## src/rtl/qdd_pkg.sv

```systemverilog
// Shared types and constants for the quadrature detent decoder.
// No dependencies.
`timescale 1ns / 1ps

package qdd_pkg;

  typedef enum logic [0:0] {
    OpSample = 1'b0,
    OpRead   = 1'b1
  } qdd_op_e;

  typedef enum logic [1:0] {
    CfgReverseDirection = 2'd0,
    CfgEdgesPerDetent   = 2'd1,
    CfgMinEdgeGapUs     = 2'd2,
    CfgPauseResetUs     = 2'd3
  } cfg_idx_e;

  localparam int unsigned CfgIdxW  = 2;
  localparam int unsigned CfgDataW = 32;
  localparam int unsigned TimeW    = 32;
  localparam int unsigned DetentW  = 7;
  localparam int unsigned AccW     = 8;
  localparam int unsigned PendW    = 16;

  localparam logic [DetentW-1:0] MinDetent = DetentW'(2);

  // Direction per (last_phase, phase) transition; both bits changing decodes as 0.
  localparam logic signed [1:0] TransDir [16] = '{
     2'sd0, -2'sd1,  2'sd1,  2'sd0,
     2'sd1,  2'sd0,  2'sd0, -2'sd1,
    -2'sd1,  2'sd0,  2'sd0,  2'sd1,
     2'sd0,  2'sd1, -2'sd1,  2'sd0
  };

  typedef struct packed {
    qdd_op_e          operation;
    logic             phase_a;
    logic             phase_b;
    logic [TimeW-1:0] time_us;
  } in_req_t;

  typedef struct packed {
    logic signed [1:0]       step_taken;
    logic signed [PendW-1:0] pending_steps;
  } out_rsp_t;

  typedef struct packed {
    logic               reverse_direction;
    logic [DetentW-1:0] edges_per_detent;
    logic [TimeW-1:0]   min_edge_gap_us;
    logic [TimeW-1:0]   pause_reset_us;
  } cfg_t;

  typedef struct packed {
    logic                   primed;
    logic [1:0]             last_phase;
    logic [TimeW-1:0]       last_edge_time;
    logic signed [AccW-1:0] edge_acc;
  } dec_state_t;

endpackage

```

## src/rtl/qdd_step.sv

```systemverilog
// Next-state and result logic for one request of the detent decoder.
// Purely combinational; depends on qdd_pkg.
`timescale 1ns / 1ps

module qdd_step import qdd_pkg::*; #(
  parameter int unsigned STEP_COUNT_BITS = 16
) (
  input  cfg_t                              cfg_i,
  input  in_req_t                           req_i,
  input  dec_state_t                        state_i,
  input  logic signed [STEP_COUNT_BITS-1:0] count_i,
  output dec_state_t                        state_o,
  output logic signed [STEP_COUNT_BITS-1:0] count_o,
  output out_rsp_t                          rsp_o
);

  localparam logic signed [STEP_COUNT_BITS-1:0] CntMax =
    {1'b0, {(STEP_COUNT_BITS-1){1'b1}}};
  localparam logic signed [STEP_COUNT_BITS-1:0] CntMin =
    {1'b1, {(STEP_COUNT_BITS-1){1'b0}}};

  logic [1:0]                        phase;
  logic [TimeW-1:0]                  gap;
  logic signed [1:0]                 dir_raw;
  logic signed [1:0]                 dir;
  logic [DetentW-1:0]                detent;
  logic signed [AccW:0]              acc_base;
  logic signed [AccW:0]              acc_sum;
  logic signed [AccW:0]              det_pos;
  logic signed [1:0]                 taken;
  logic signed [31:0]                count_wide;

  assign phase   = {req_i.phase_a, req_i.phase_b};
  assign gap     = req_i.time_us - state_i.last_edge_time;
  assign dir_raw = TransDir[{state_i.last_phase, phase}];
  assign dir     = cfg_i.reverse_direction ? -dir_raw : dir_raw;
  assign detent  = (cfg_i.edges_per_detent < MinDetent) ? MinDetent
                                                         : cfg_i.edges_per_detent;
  assign det_pos = signed'({2'b00, detent});

  // long pause drops the partial detent before this edge is added
  assign acc_base = (gap > cfg_i.pause_reset_us) ? '0
                                                 : (AccW+1)'(state_i.edge_acc);
  assign acc_sum  = acc_base + (AccW+1)'(dir);

  always_comb begin
    state_o = state_i;
    count_o = count_i;
    taken   = 2'sd0;
    unique case (req_i.operation)
      OpSample: begin
        if (!state_i.primed) begin
          state_o.primed         = 1'b1;
          state_o.last_phase     = phase;
          state_o.last_edge_time = req_i.time_us;
        end else if (phase != state_i.last_phase) begin
          state_o.last_phase = phase;
          if (gap >= cfg_i.min_edge_gap_us) begin
            state_o.last_edge_time = req_i.time_us;
            state_o.edge_acc       = AccW'(acc_base);
            if (dir != 2'sd0) begin
              if (acc_sum >= det_pos) begin
                state_o.edge_acc = '0;
                if (count_i != CntMax) count_o = count_i + 1'b1;
              end else if (acc_sum <= -det_pos) begin
                state_o.edge_acc = '0;
                if (count_i != CntMin) count_o = count_i - 1'b1;
              end else begin
                state_o.edge_acc = AccW'(acc_sum);
              end
            end
          end
        end
      end
      OpRead: begin
        if (count_i > 0) begin
          count_o = count_i - 1'b1;
          taken   = 2'sd1;
        end else if (count_i < 0) begin
          count_o = count_i + 1'b1;
          taken   = -2'sd1;
        end
      end
      default: ;
    endcase
  end

  assign count_wide          = 32'(count_o);
  assign rsp_o.step_taken    = taken;
  assign rsp_o.pending_steps = count_wide[PendW-1:0];

endmodule

```

## src/rtl/quadrature_detent_decoder_core.sv

```systemverilog
// Quadrature detent decoder, top level: request register, step logic and
// result register, plus the configuration registers. Depends on qdd_pkg, qdd_step.
//
// Usage:
//   Input channel (in_valid_i / in_stall_o / in_req_i) carries either a phase
//   sample (operation = OpSample) or a step read (operation = OpRead).
//   Output channel (out_valid_o / out_stall_i / out_rsp_o) returns exactly one
//   result per request: step_taken (+1/-1/0, 0 for samples) and the pending
//   step count after that request, in request order.
//   Configuration: cfg_we_i writes cfg_wdata_i into register cfg_idx_i
//   (reverse, edges per detent, min edge gap, pause reset); write only when idle.
//   Path: request register, then result register, from acceptance to the output port.
//   Throughput: one request per cycle unless the output stalls; the decode, debounce
//   and count update are a single table lookup, one 32-bit subtract and compares per cycle.
//   A stalled result holds in the output register while one more request is
//   taken into the input register; in_stall_o rises only when both are full.
//   Reset (rst_ni low, async) clears the baseline, the counts and both
//   pipeline valids, and loads configuration defaults.
`timescale 1ns / 1ps

module quadrature_detent_decoder_core import qdd_pkg::*; #(
  parameter int unsigned STEP_COUNT_BITS = 16
) (
  input  logic                clk_i,
  input  logic                rst_ni,
  input  logic                in_valid_i,
  output logic                in_stall_o,
  input  in_req_t             in_req_i,
  output logic                out_valid_o,
  input  logic                out_stall_i,
  output out_rsp_t            out_rsp_o,
  input  logic                cfg_we_i,
  input  logic [CfgIdxW-1:0]  cfg_idx_i,
  input  logic [CfgDataW-1:0] cfg_wdata_i
);

  cfg_t                              cfg_q;
  logic                              s1_valid_q;
  in_req_t                           s1_req_q;
  dec_state_t                        state_q, state_d;
  logic signed [STEP_COUNT_BITS-1:0] count_q, count_d;
  logic                              out_valid_q;
  out_rsp_t                          out_rsp_q, rsp_d;
  logic                              advance;
  logic                              accept;

  assign advance    = s1_valid_q && (!out_valid_q || !out_stall_i);
  assign in_stall_o = s1_valid_q && out_valid_q && out_stall_i;
  assign accept     = in_valid_i && !in_stall_o;

  always_ff @(posedge clk_i or negedge rst_ni) begin
    if (!rst_ni) begin
      cfg_q.reverse_direction <= 1'b0;
      cfg_q.edges_per_detent  <= DetentW'(4);
      cfg_q.min_edge_gap_us   <= '0;
      cfg_q.pause_reset_us    <= '1;
    end else if (cfg_we_i) begin
      unique case (cfg_idx_e'(cfg_idx_i))
        CfgReverseDirection: cfg_q.reverse_direction <= cfg_wdata_i[0];
        CfgEdgesPerDetent:   cfg_q.edges_per_detent  <= cfg_wdata_i[DetentW-1:0];
        CfgMinEdgeGapUs:     cfg_q.min_edge_gap_us   <= cfg_wdata_i[TimeW-1:0];
        CfgPauseResetUs:     cfg_q.pause_reset_us    <= cfg_wdata_i[TimeW-1:0];
        default: ;
      endcase
    end
  end

  qdd_step #(
    .STEP_COUNT_BITS(STEP_COUNT_BITS)
  ) u_step (
    .cfg_i   (cfg_q),
    .req_i   (s1_req_q),
    .state_i (state_q),
    .count_i (count_q),
    .state_o (state_d),
    .count_o (count_d),
    .rsp_o   (rsp_d)
  );

  always_ff @(posedge clk_i or negedge rst_ni) begin
    if (!rst_ni) begin
      s1_valid_q  <= 1'b0;
      out_valid_q <= 1'b0;
      state_q     <= '0;
      count_q     <= '0;
    end else begin
      if (accept) begin
        s1_valid_q <= 1'b1;
      end else if (advance) begin
        s1_valid_q <= 1'b0;
      end
      if (advance) begin
        out_valid_q <= 1'b1;
        state_q     <= state_d;
        count_q     <= count_d;
      end else if (!out_stall_i) begin
        out_valid_q <= 1'b0;
      end
    end
  end

  always_ff @(posedge clk_i) begin
    if (accept) s1_req_q <= in_req_i;
    if (advance) out_rsp_q <= rsp_d;
  end

  assign out_valid_o = out_valid_q;
  assign out_rsp_o   = out_rsp_q;

endmodule

```

## config.mk

```make
export PLATFORM = sky130hd
export DESIGN_NAME = quadrature_detent_decoder_core
export DESIGN_NICKNAME = d
export VERILOG_FILES = /design/src/rtl/qdd_pkg.sv /design/src/rtl/qdd_step.sv /design/src/rtl/quadrature_detent_decoder_core.sv
export SDC_FILE = /design/constraint.sdc
export NUM_CORES = 1
export LEC_CHECK = 0
export BUFFER_PORTS_ARGS = -buffer_cell sky130_fd_sc_hd__buf_2
export CORE_UTILIZATION = 53
export DETAILED_ROUTE_END_ITERATION = 12
export PLACE_DENSITY_LB_ADDON = 0.15
export REMOVE_ABC_BUFFERS = 1
export SYNTH_ARGS = -nofsm -noshare
export SYNTH_HDL_FRONTEND = slang
export SYNTH_SLANG_ARGS = --single-unit
```

## constraint.sdc

```tcl
create_clock -name clk_i -period 9.3 [get_ports clk_i]
set_clock_uncertainty 0.15 [all_clocks]
set_input_delay 0 -clock clk_i [delete_from_list [all_inputs] [get_ports clk_i]]
set_output_delay 0 -clock clk_i [all_outputs]
set_load 0.01 [all_outputs]
```

# Yosys cells after proc, flatten, opt, wreduce, memory -nomap -nowiden
# Memory sizes are Yosys's and may differ from the RTL's.
# Cells that the tools add are included.
[totals]
mem_bits_rw = 0
n_memories = 1
mem_bits_ro = 32
reg_bits = 186
latchBits = 0
in_bits = 74
[classes]
n_reduce_logical = 20
add_sub_neg = 6
bitwise_logic = 2
magnitude_cmp = 8
eq_ne = 9
shifts = 0
n_div = 0
muxes = 28
mul = 0
[memory_table]
columns = ["memory", "depth", "width", "rd", "rd_clocked_by_memory_dff", "wr", "line", "rtl"]
rows = [
  ["(name not given)", 16, 2, 1, 0, 0, "qdd_step.sv:35", "assign dir_raw = TransDir[{state_i.last_phase, phase}];"],
]
[op_table]
columns = ["cell", "count"]
rows = [
  ["$mux 16", 10],
  ["$mux 42", 1],
  ["$mux 40", 1],
  ["$mux 34", 1],
  ["$ge 32x32->1", 1],
  ["$gt 32x32->1", 1],
  ["$ne 16x16->1 const B", 2],
  ["$pmux 16 s2", 1],
  ["$sub 32x32->32", 1],
  ["$mux 8", 3],
  ["$add 16x1->16 const B", 1],
  ["$gt 16x1->1 const B", 1],
  ["$lt 16x1->1 const B", 1],
  ["$sub 16x1->16 const B", 1],
  ["$reduce_and 2->1", 5],
  ["$add 9x2->9", 1],
  ["$ge 9x8->1", 1],
  ["$le 9x9->1", 1],
  ["$mux 9", 1],
  ["$neg 7->9", 1],
  ["$mux 2", 4],
  ["$lt 7x2->1 const B", 1],
  ["$mux 7", 1],
  ["$ne 2x1->1 const B", 3],
  ["other kinds (17)", 28],
]

# Depth between registers and ports, before layout
[depth]
word_depth = 15
ltp_mapped = 41
depth_no_buf = 39

# Cells and area by module
# Synthesis repeated with hierarchy kept, for this count alone.
[unflattened]
hier_cells = 1234
area_unflattened_um2 = 13250.2
[by_module_without_submodules]
columns = ["module", "cells_each", "area_per_inst_um2", "n_inst"]
rows = [
  ["quadrature_detent_decoder_core", 339, 6802.8, 1],
  ["qdd_step", 895, 6447.4, 1],
]

# Worst setup path after synthesis
# No wires, ideal clock.
[synth_path]
path_type = "reg-to-reg"
from = "register s1_req_q[0] (netlist bit)"
to = "register out_rsp_q, in the netlist out_rsp_o[0] (data pin)"
n_path_buf = 2
slack_ps = 1478
arrival_ps = 7405
t_required_ps = 8882
synth_period_minus_slack_ps = 7822
setup_ps = 268
path_stages_with_launch = 39
path_cell_list = "edfxtp_1 -> inv_1 -> ha_1 -> inv_1 -> fa_1 -> a21o_1 -> a21oi_1 -> o21ai_0 -> a21boi_0 -> o21ai_0 -> a21oi_1 -> o211ai_1 -> a21oi_1 -> xnor2_1 -> ha_1 -> a21o_1 -> a21o_1 -> a21oi_1 -> [... 3 more ...] -> o21ai_0 -> and2_1 -> ha_1 -> and3_1 -> a2111o_1 -> xnor2_1 -> ha_1 -> nand4_1 -> a21oi_1 -> o41ai_1 -> maj3_4 -> a22oi_2 -> or3_1 -> buf_6 -> buf_6 -> a21oi_2 -> o21ai_0 -> xnor2_1"
[synth_between]
elab_chain_len = 12
[synth_lines]
columns = ["element", "line", "rtl"]
rows = [
  ["start, declared", "quadrature_detent_decoder_core.sv:39", "in_req_t s1_req_q;"],
  ["start signal, assigned", "quadrature_detent_decoder_core.sv:103", "if (accept) s1_req_q <= in_req_i;"],
  ["$sub 32x32->32 (*)", "qdd_step.sv:34", "assign gap = req_i.time_us - state_i.last_edge_time;"],
  ["$gt 32x32->1", "qdd_step.sv:42", "assign acc_base = (gap > cfg_i.pause_reset_us) ? '0"],
  ["$mux 9", "qdd_step.sv:42", ""],
  ["$add 9x2->9", "qdd_step.sv:44", "assign acc_sum = acc_base + (AccW+1)'(dir);"],
  ["$le 9x9->1", "qdd_step.sv:65", "end else if (acc_sum <= -det_pos) begin"],
  ["$mux 16", "qdd_step.sv:65", ""],
  ["$mux 16", "qdd_step.sv:62", "if (acc_sum >= det_pos) begin"],
  ["$mux 16", "qdd_step.sv:61", "if (dir != 2'sd0) begin"],
  ["$mux 16 (*)", "qdd_step.sv:58", "if (gap >= cfg_i.min_edge_gap_us) begin"],
  ["$mux 16 (*)", "qdd_step.sv:56", "end else if (phase != state_i.last_phase) begin"],
  ["$mux 16 (*)", "qdd_step.sv:52", "if (!state_i.primed) begin"],
  ["$pmux 16 s2 (*)", "qdd_step.sv:50", "unique case (req_i.operation)"],
  ["named net count_d[0]", "quadrature_detent_decoder_core.sv:41", "logic signed [STEP_COUNT_BITS-1:0] count_q, count_d;"],
  ["end signal, assigned", "quadrature_detent_decoder_core.sv:104", "if (advance) out_rsp_q <= rsp_d;"],
  ["end, declared", "quadrature_detent_decoder_core.sv:43", "out_rsp_t out_rsp_q, rsp_d;"],
]
# Mark *: on every way through the listed nets, which the timed path passes. The rest lies on a longest branch.
# A chain may end at the register's enable or synchronous reset.

# Final worst setup path
[layout_path]
from = "register s1_req_q[1] (netlist bit)"
to = "register out_rsp_q, in the netlist out_rsp_o[10] (data pin)"
# Same word-level chain as after synthesis.

==> reports/qor.csv <==
stage,metric,value,unit
synthesis,Post-synth EDFFs,53,
timing,period utilization,92.1,%
critical_path,worst flop-to-flop path endpoint,out_rsp_o[10]$_DFFE_PP_,
floorplanning,Die ar.,24400,µm²
cells_and_area,ant diodes,0,
cells_and_area,fillers,1999,
timing,Final min period,8570,ps
synthesis,largest family of logic cells by synthesized area,compound AO/OA/AOI/OAI gates,
clock_tree,Worst-path clk slew,70,ps
clock_tree,clk_lat worst skew,450,ps
worst_hold_path,worst hold path depth,2,
critical_path,Crit Path Max Fanout,21,
pwr,Worst VDD drop,214,µV
clock_tree,Clock Tree Buf Depth,2,
worst_hold_path,Hold Path End,s1_req_q[22]$_DFFE_PP_,
synthesis,"FFs w/ async S/R, synth",71.5,%
pwr,PD cells,351,nW/µm²
critical_path,"Req. time, crit path",9360,ps
synthesis,commonest cells in the netlist,"ha_1 (126), inv_1 (125), mux2_2 (104)",
worst_hold_path,HP Start,in_req_i[22],
critical_path,Crit. path cell count,32,
drt,Starting DRT DRC Count,512,
critical_path,crit path DAT,8630,ps
global_routing,largest net degree at the start of global routing,72,
critical_path,critical path class,flip-flop to flip-flop,
pwr,share of total power in combinational logic,61.6,%
status,status,"complete, no violations",
pwr,cell leakage power,6.69,nW
drt,Via Count,9973,
synthesis,post-synthesis adder-cell area fraction,12.9,%
critical_path,Top delay family on crit path,compound AO/OA/AOI/OAI gates,
floorplanning,core area,23400,µm²
global_routing,met2 GRT Util,43.2,%
clock_tree,TritonCTS clock tree,built,
global_routing,initial antenna violation count,0,
global_routing,M3 GR Usage,4.13,%
global_routing,most used routing layer,met2,
critical_path,Buf/Inv on CP,2,
timing,worst-margin pin slew,1050,ps
synthesis,multiplexer share of the synthesized area,10.1,%
floorplanning,Row Count,56,
critical_path,worst r2r src,s1_req_q[1]$_DFFE_PP_,
global_routing,first-pass GRT wire length,49.5,mm
drt,routed len/inst,17.2,µm
pwr,clock share of power,13.7,%
timing,fin. max-slew vios,0,
critical_path,CP most frequent cell,ha_1,
critical_path,reg2reg path depth,32,
drt,"wirelength, routed",30.3,mm
drt,Antenna Nets Post-Route,0,
global_routing,Global Route met1 Usage,34.1,%
pwr,Sw Ratio,45.0,%
global_routing,number of global-route vias before repair,9987,
cells_and_area,post-route insts no fill,1763,
synthesis,most common cell in the netlist,ha_1,
cells_and_area,Syn-to-layout area delta,17.2,%
pwr,total chip power,5.19,mW
critical_path,Critical Path End Type,flip-flop,
place,port bufs,93,
timing,relative slew slack,29.7,%
cells_and_area,final core occ,63.2,%
pwr,Seq pwr share,24.7,%
timing,"Hold Vio Cnt, Final",0,
cells_and_area,layout cell share with drive strength beyond 1,22.0,%
clock_tree,number of CTS-inserted buffers,17,
synthesis,register area share after synthesis,39.3,%
floorplanning,height of the die,156,µm
timing,maximum clock frequency,0.117,GHz
place,DP Wirelength,21.0,mm
place,Placed Cells,1655,
floorplanning,# IOs,94,
synthesis,Compound-Gate Fraction of Synth Area,16.7,%
synthesis,Main synth FF type,dfrtp_1,
drt,First-pass DRT Iterations,5,
clock_tree,H-tree depth,4,
critical_path,"Slowest-stage cell, CP",a2111o_1,
critical_path,R2R Setup Slk,730,ps
synthesis,"FF+latch count, synth",186,
worst_hold_path,Tightest Hold Check Type,input port to flip-flop,
synthesis,Simple-Gate Fraction of Synth Area,11.9,%
timing,unrepaired setup endpoints after global routing,no,
pwr,Power Internal,2.86,mW
synthesis,Ys Warns,0,
synthesis,syn_area_per_cell,9.94,µm²
clock_tree,"Setup Fix Bufs, Post-CTS",0,
drt,Via density,5.66,
global_routing,grt total ovfl,0,
place,GPL Wtd Cong,0.923,
floorplanning,Starting Density,54.0,%
critical_path,Slowest Stage Delay on Critical Path,460,ps
timing,Final TNS setup,0,ps
synthesis,Synth area leader,dfrtp_1,
floorplanning,die width,156,µm
synthesis,largest cells by area after synthesis,"dfrtp_1 (20%), edfxtp_1 (13%), ha_1 (12%), mux2_2 (9.3%), dfstp_2 (6.9%)",
synthesis,post-synth cell types,89,
synthesis,Syn Inst Count,1270,
timing,final setup fails,0,
timing,worst hold slack,106,ps
synthesis,"Cell Area, Synth",12600,µm²
global_routing,overall global routing resource usage,25.9,%
cells_and_area,nets,1633,
critical_path,CP startpoint kind,flip-flop,
drt,# DRC,0,
synthesis,Post-Synth XOR/XNOR Area,3.54,%
synthesis,Yosys top cell area share,19.8,%
pwr,sw power,2.34,mW
clock_tree,root buffer cell,clkbuf_16,
clock_tree,clock sinks,186,
run,MaxCap Viol Count,0,
[worst max-delay path by stage]
stage                                       from                      end  slack (ps)
after floorplan            s1_req_q[0]$_DFFE_PP_  out_rsp_o[10]$_DFFE_PP_        1320
after global placement    state_q[8]$_DFFE_PN0P_  out_rsp_o[10]$_DFFE_PP_         710
after detailed placement   s1_req_q[0]$_DFFE_PP_   out_rsp_o[8]$_DFFE_PP_         630
after CTS                  s1_req_q[0]$_DFFE_PP_  out_rsp_o[10]$_DFFE_PP_         540
after global routing      s1_req_q[18]$_DFFE_PP_   out_rsp_o[3]$_DFFE_PP_          40
final                      s1_req_q[1]$_DFFE_PP_  out_rsp_o[10]$_DFFE_PP_         730
[routing by layer]
metal | share of wire, % | vias to the layer above
li1 | - | 4913
met1 | 47 | 4779
met2 | 47 | 237
met3 | 4.0 | 44
met4 | 2.2 | 0
met5 | 0 | -
[layout make-up]
cell class | instances | area, µm² | area share, %
Clock buffer | 20 | 447 | 3.02
Multi-Input combinational cell | 910 | 7000 | 47.3
Sequential cell | 186 | 4960 | 33.5
Clock inverter | 12 | 115 | 0.778
Inverter | 126 | 473 | 3.20
Timing Repair Buffer | 190 | 1400 | 9.48
Tap cell | 319 | 399 | 2.70
[repair_timing]
action | 4_1_cts | 5_1_grt
endpoints found under the hold margin | 171 | 0
gates resized for setup | 0 | 5
hold buffers | 76 | 0
setup endpoints to repair | 0 | 37
[cells in the final DEF (no fill, tap or decap), types with 16 or more instances in the layout]
cell,Yosys,final
xnor2_1,37,36
a21oi_1,89,89
nand2_1,95,95
edfxtp_1,53,53
clkbuf_16,0,17
inv_1,125,125
nand3_1,23,22
dfrtp_1,100,100
buf_2,9,92
dfstp_2,33,33
nor2_1,69,69
ha_1,126,126
dlygate4sd3_1,0,76
mux2_2,104,104
a21o_1,29,29
buf_4,2,20
nor3_1,25,25
o21ai_0,63,61
nand4_1,16,16
[power groups by stage]
stage	clock network (mW)	logic, mW	registers, mW
2_1_floorplan	0	2.27	1.27
3_3_place_gp	0	3.08	1.28
3_5_place_dp	0	3.13	1.29
4_1_cts	0.730	3.18	1.27
5_1_grt	0.758	3.59	1.31
6_report	0.714	3.20	1.28
[kinds of logic after synthesis]
logic type | count (synthesis)
DFF | 186
AOI/OAI and AO/OA | 313
buffers and inverters | 174
adders and majority gates | 129
xor gates and xnor gates | 51
other | 1
muxes | 113
and+or+nand+nor | 303
[sequential cells by signal (all words and copies together), names as in the netlist]
name / flops
count_q: 16
out_valid_o: 1
out_rsp_o: 18
cfg_q: 72
s1_valid_q: 1
s1_req_q: 35
state_q: 43
[through the flow]
stage               worst slack (ps)  cell area (µm²)
floorplan                       1320            12400
CTS                              544            14800
global placement                 714            13500
global route                    39.0            14800
finish                           734            14800
detailed placement               627            13500
No activity file was read; power rests on OpenSTA's default activity.
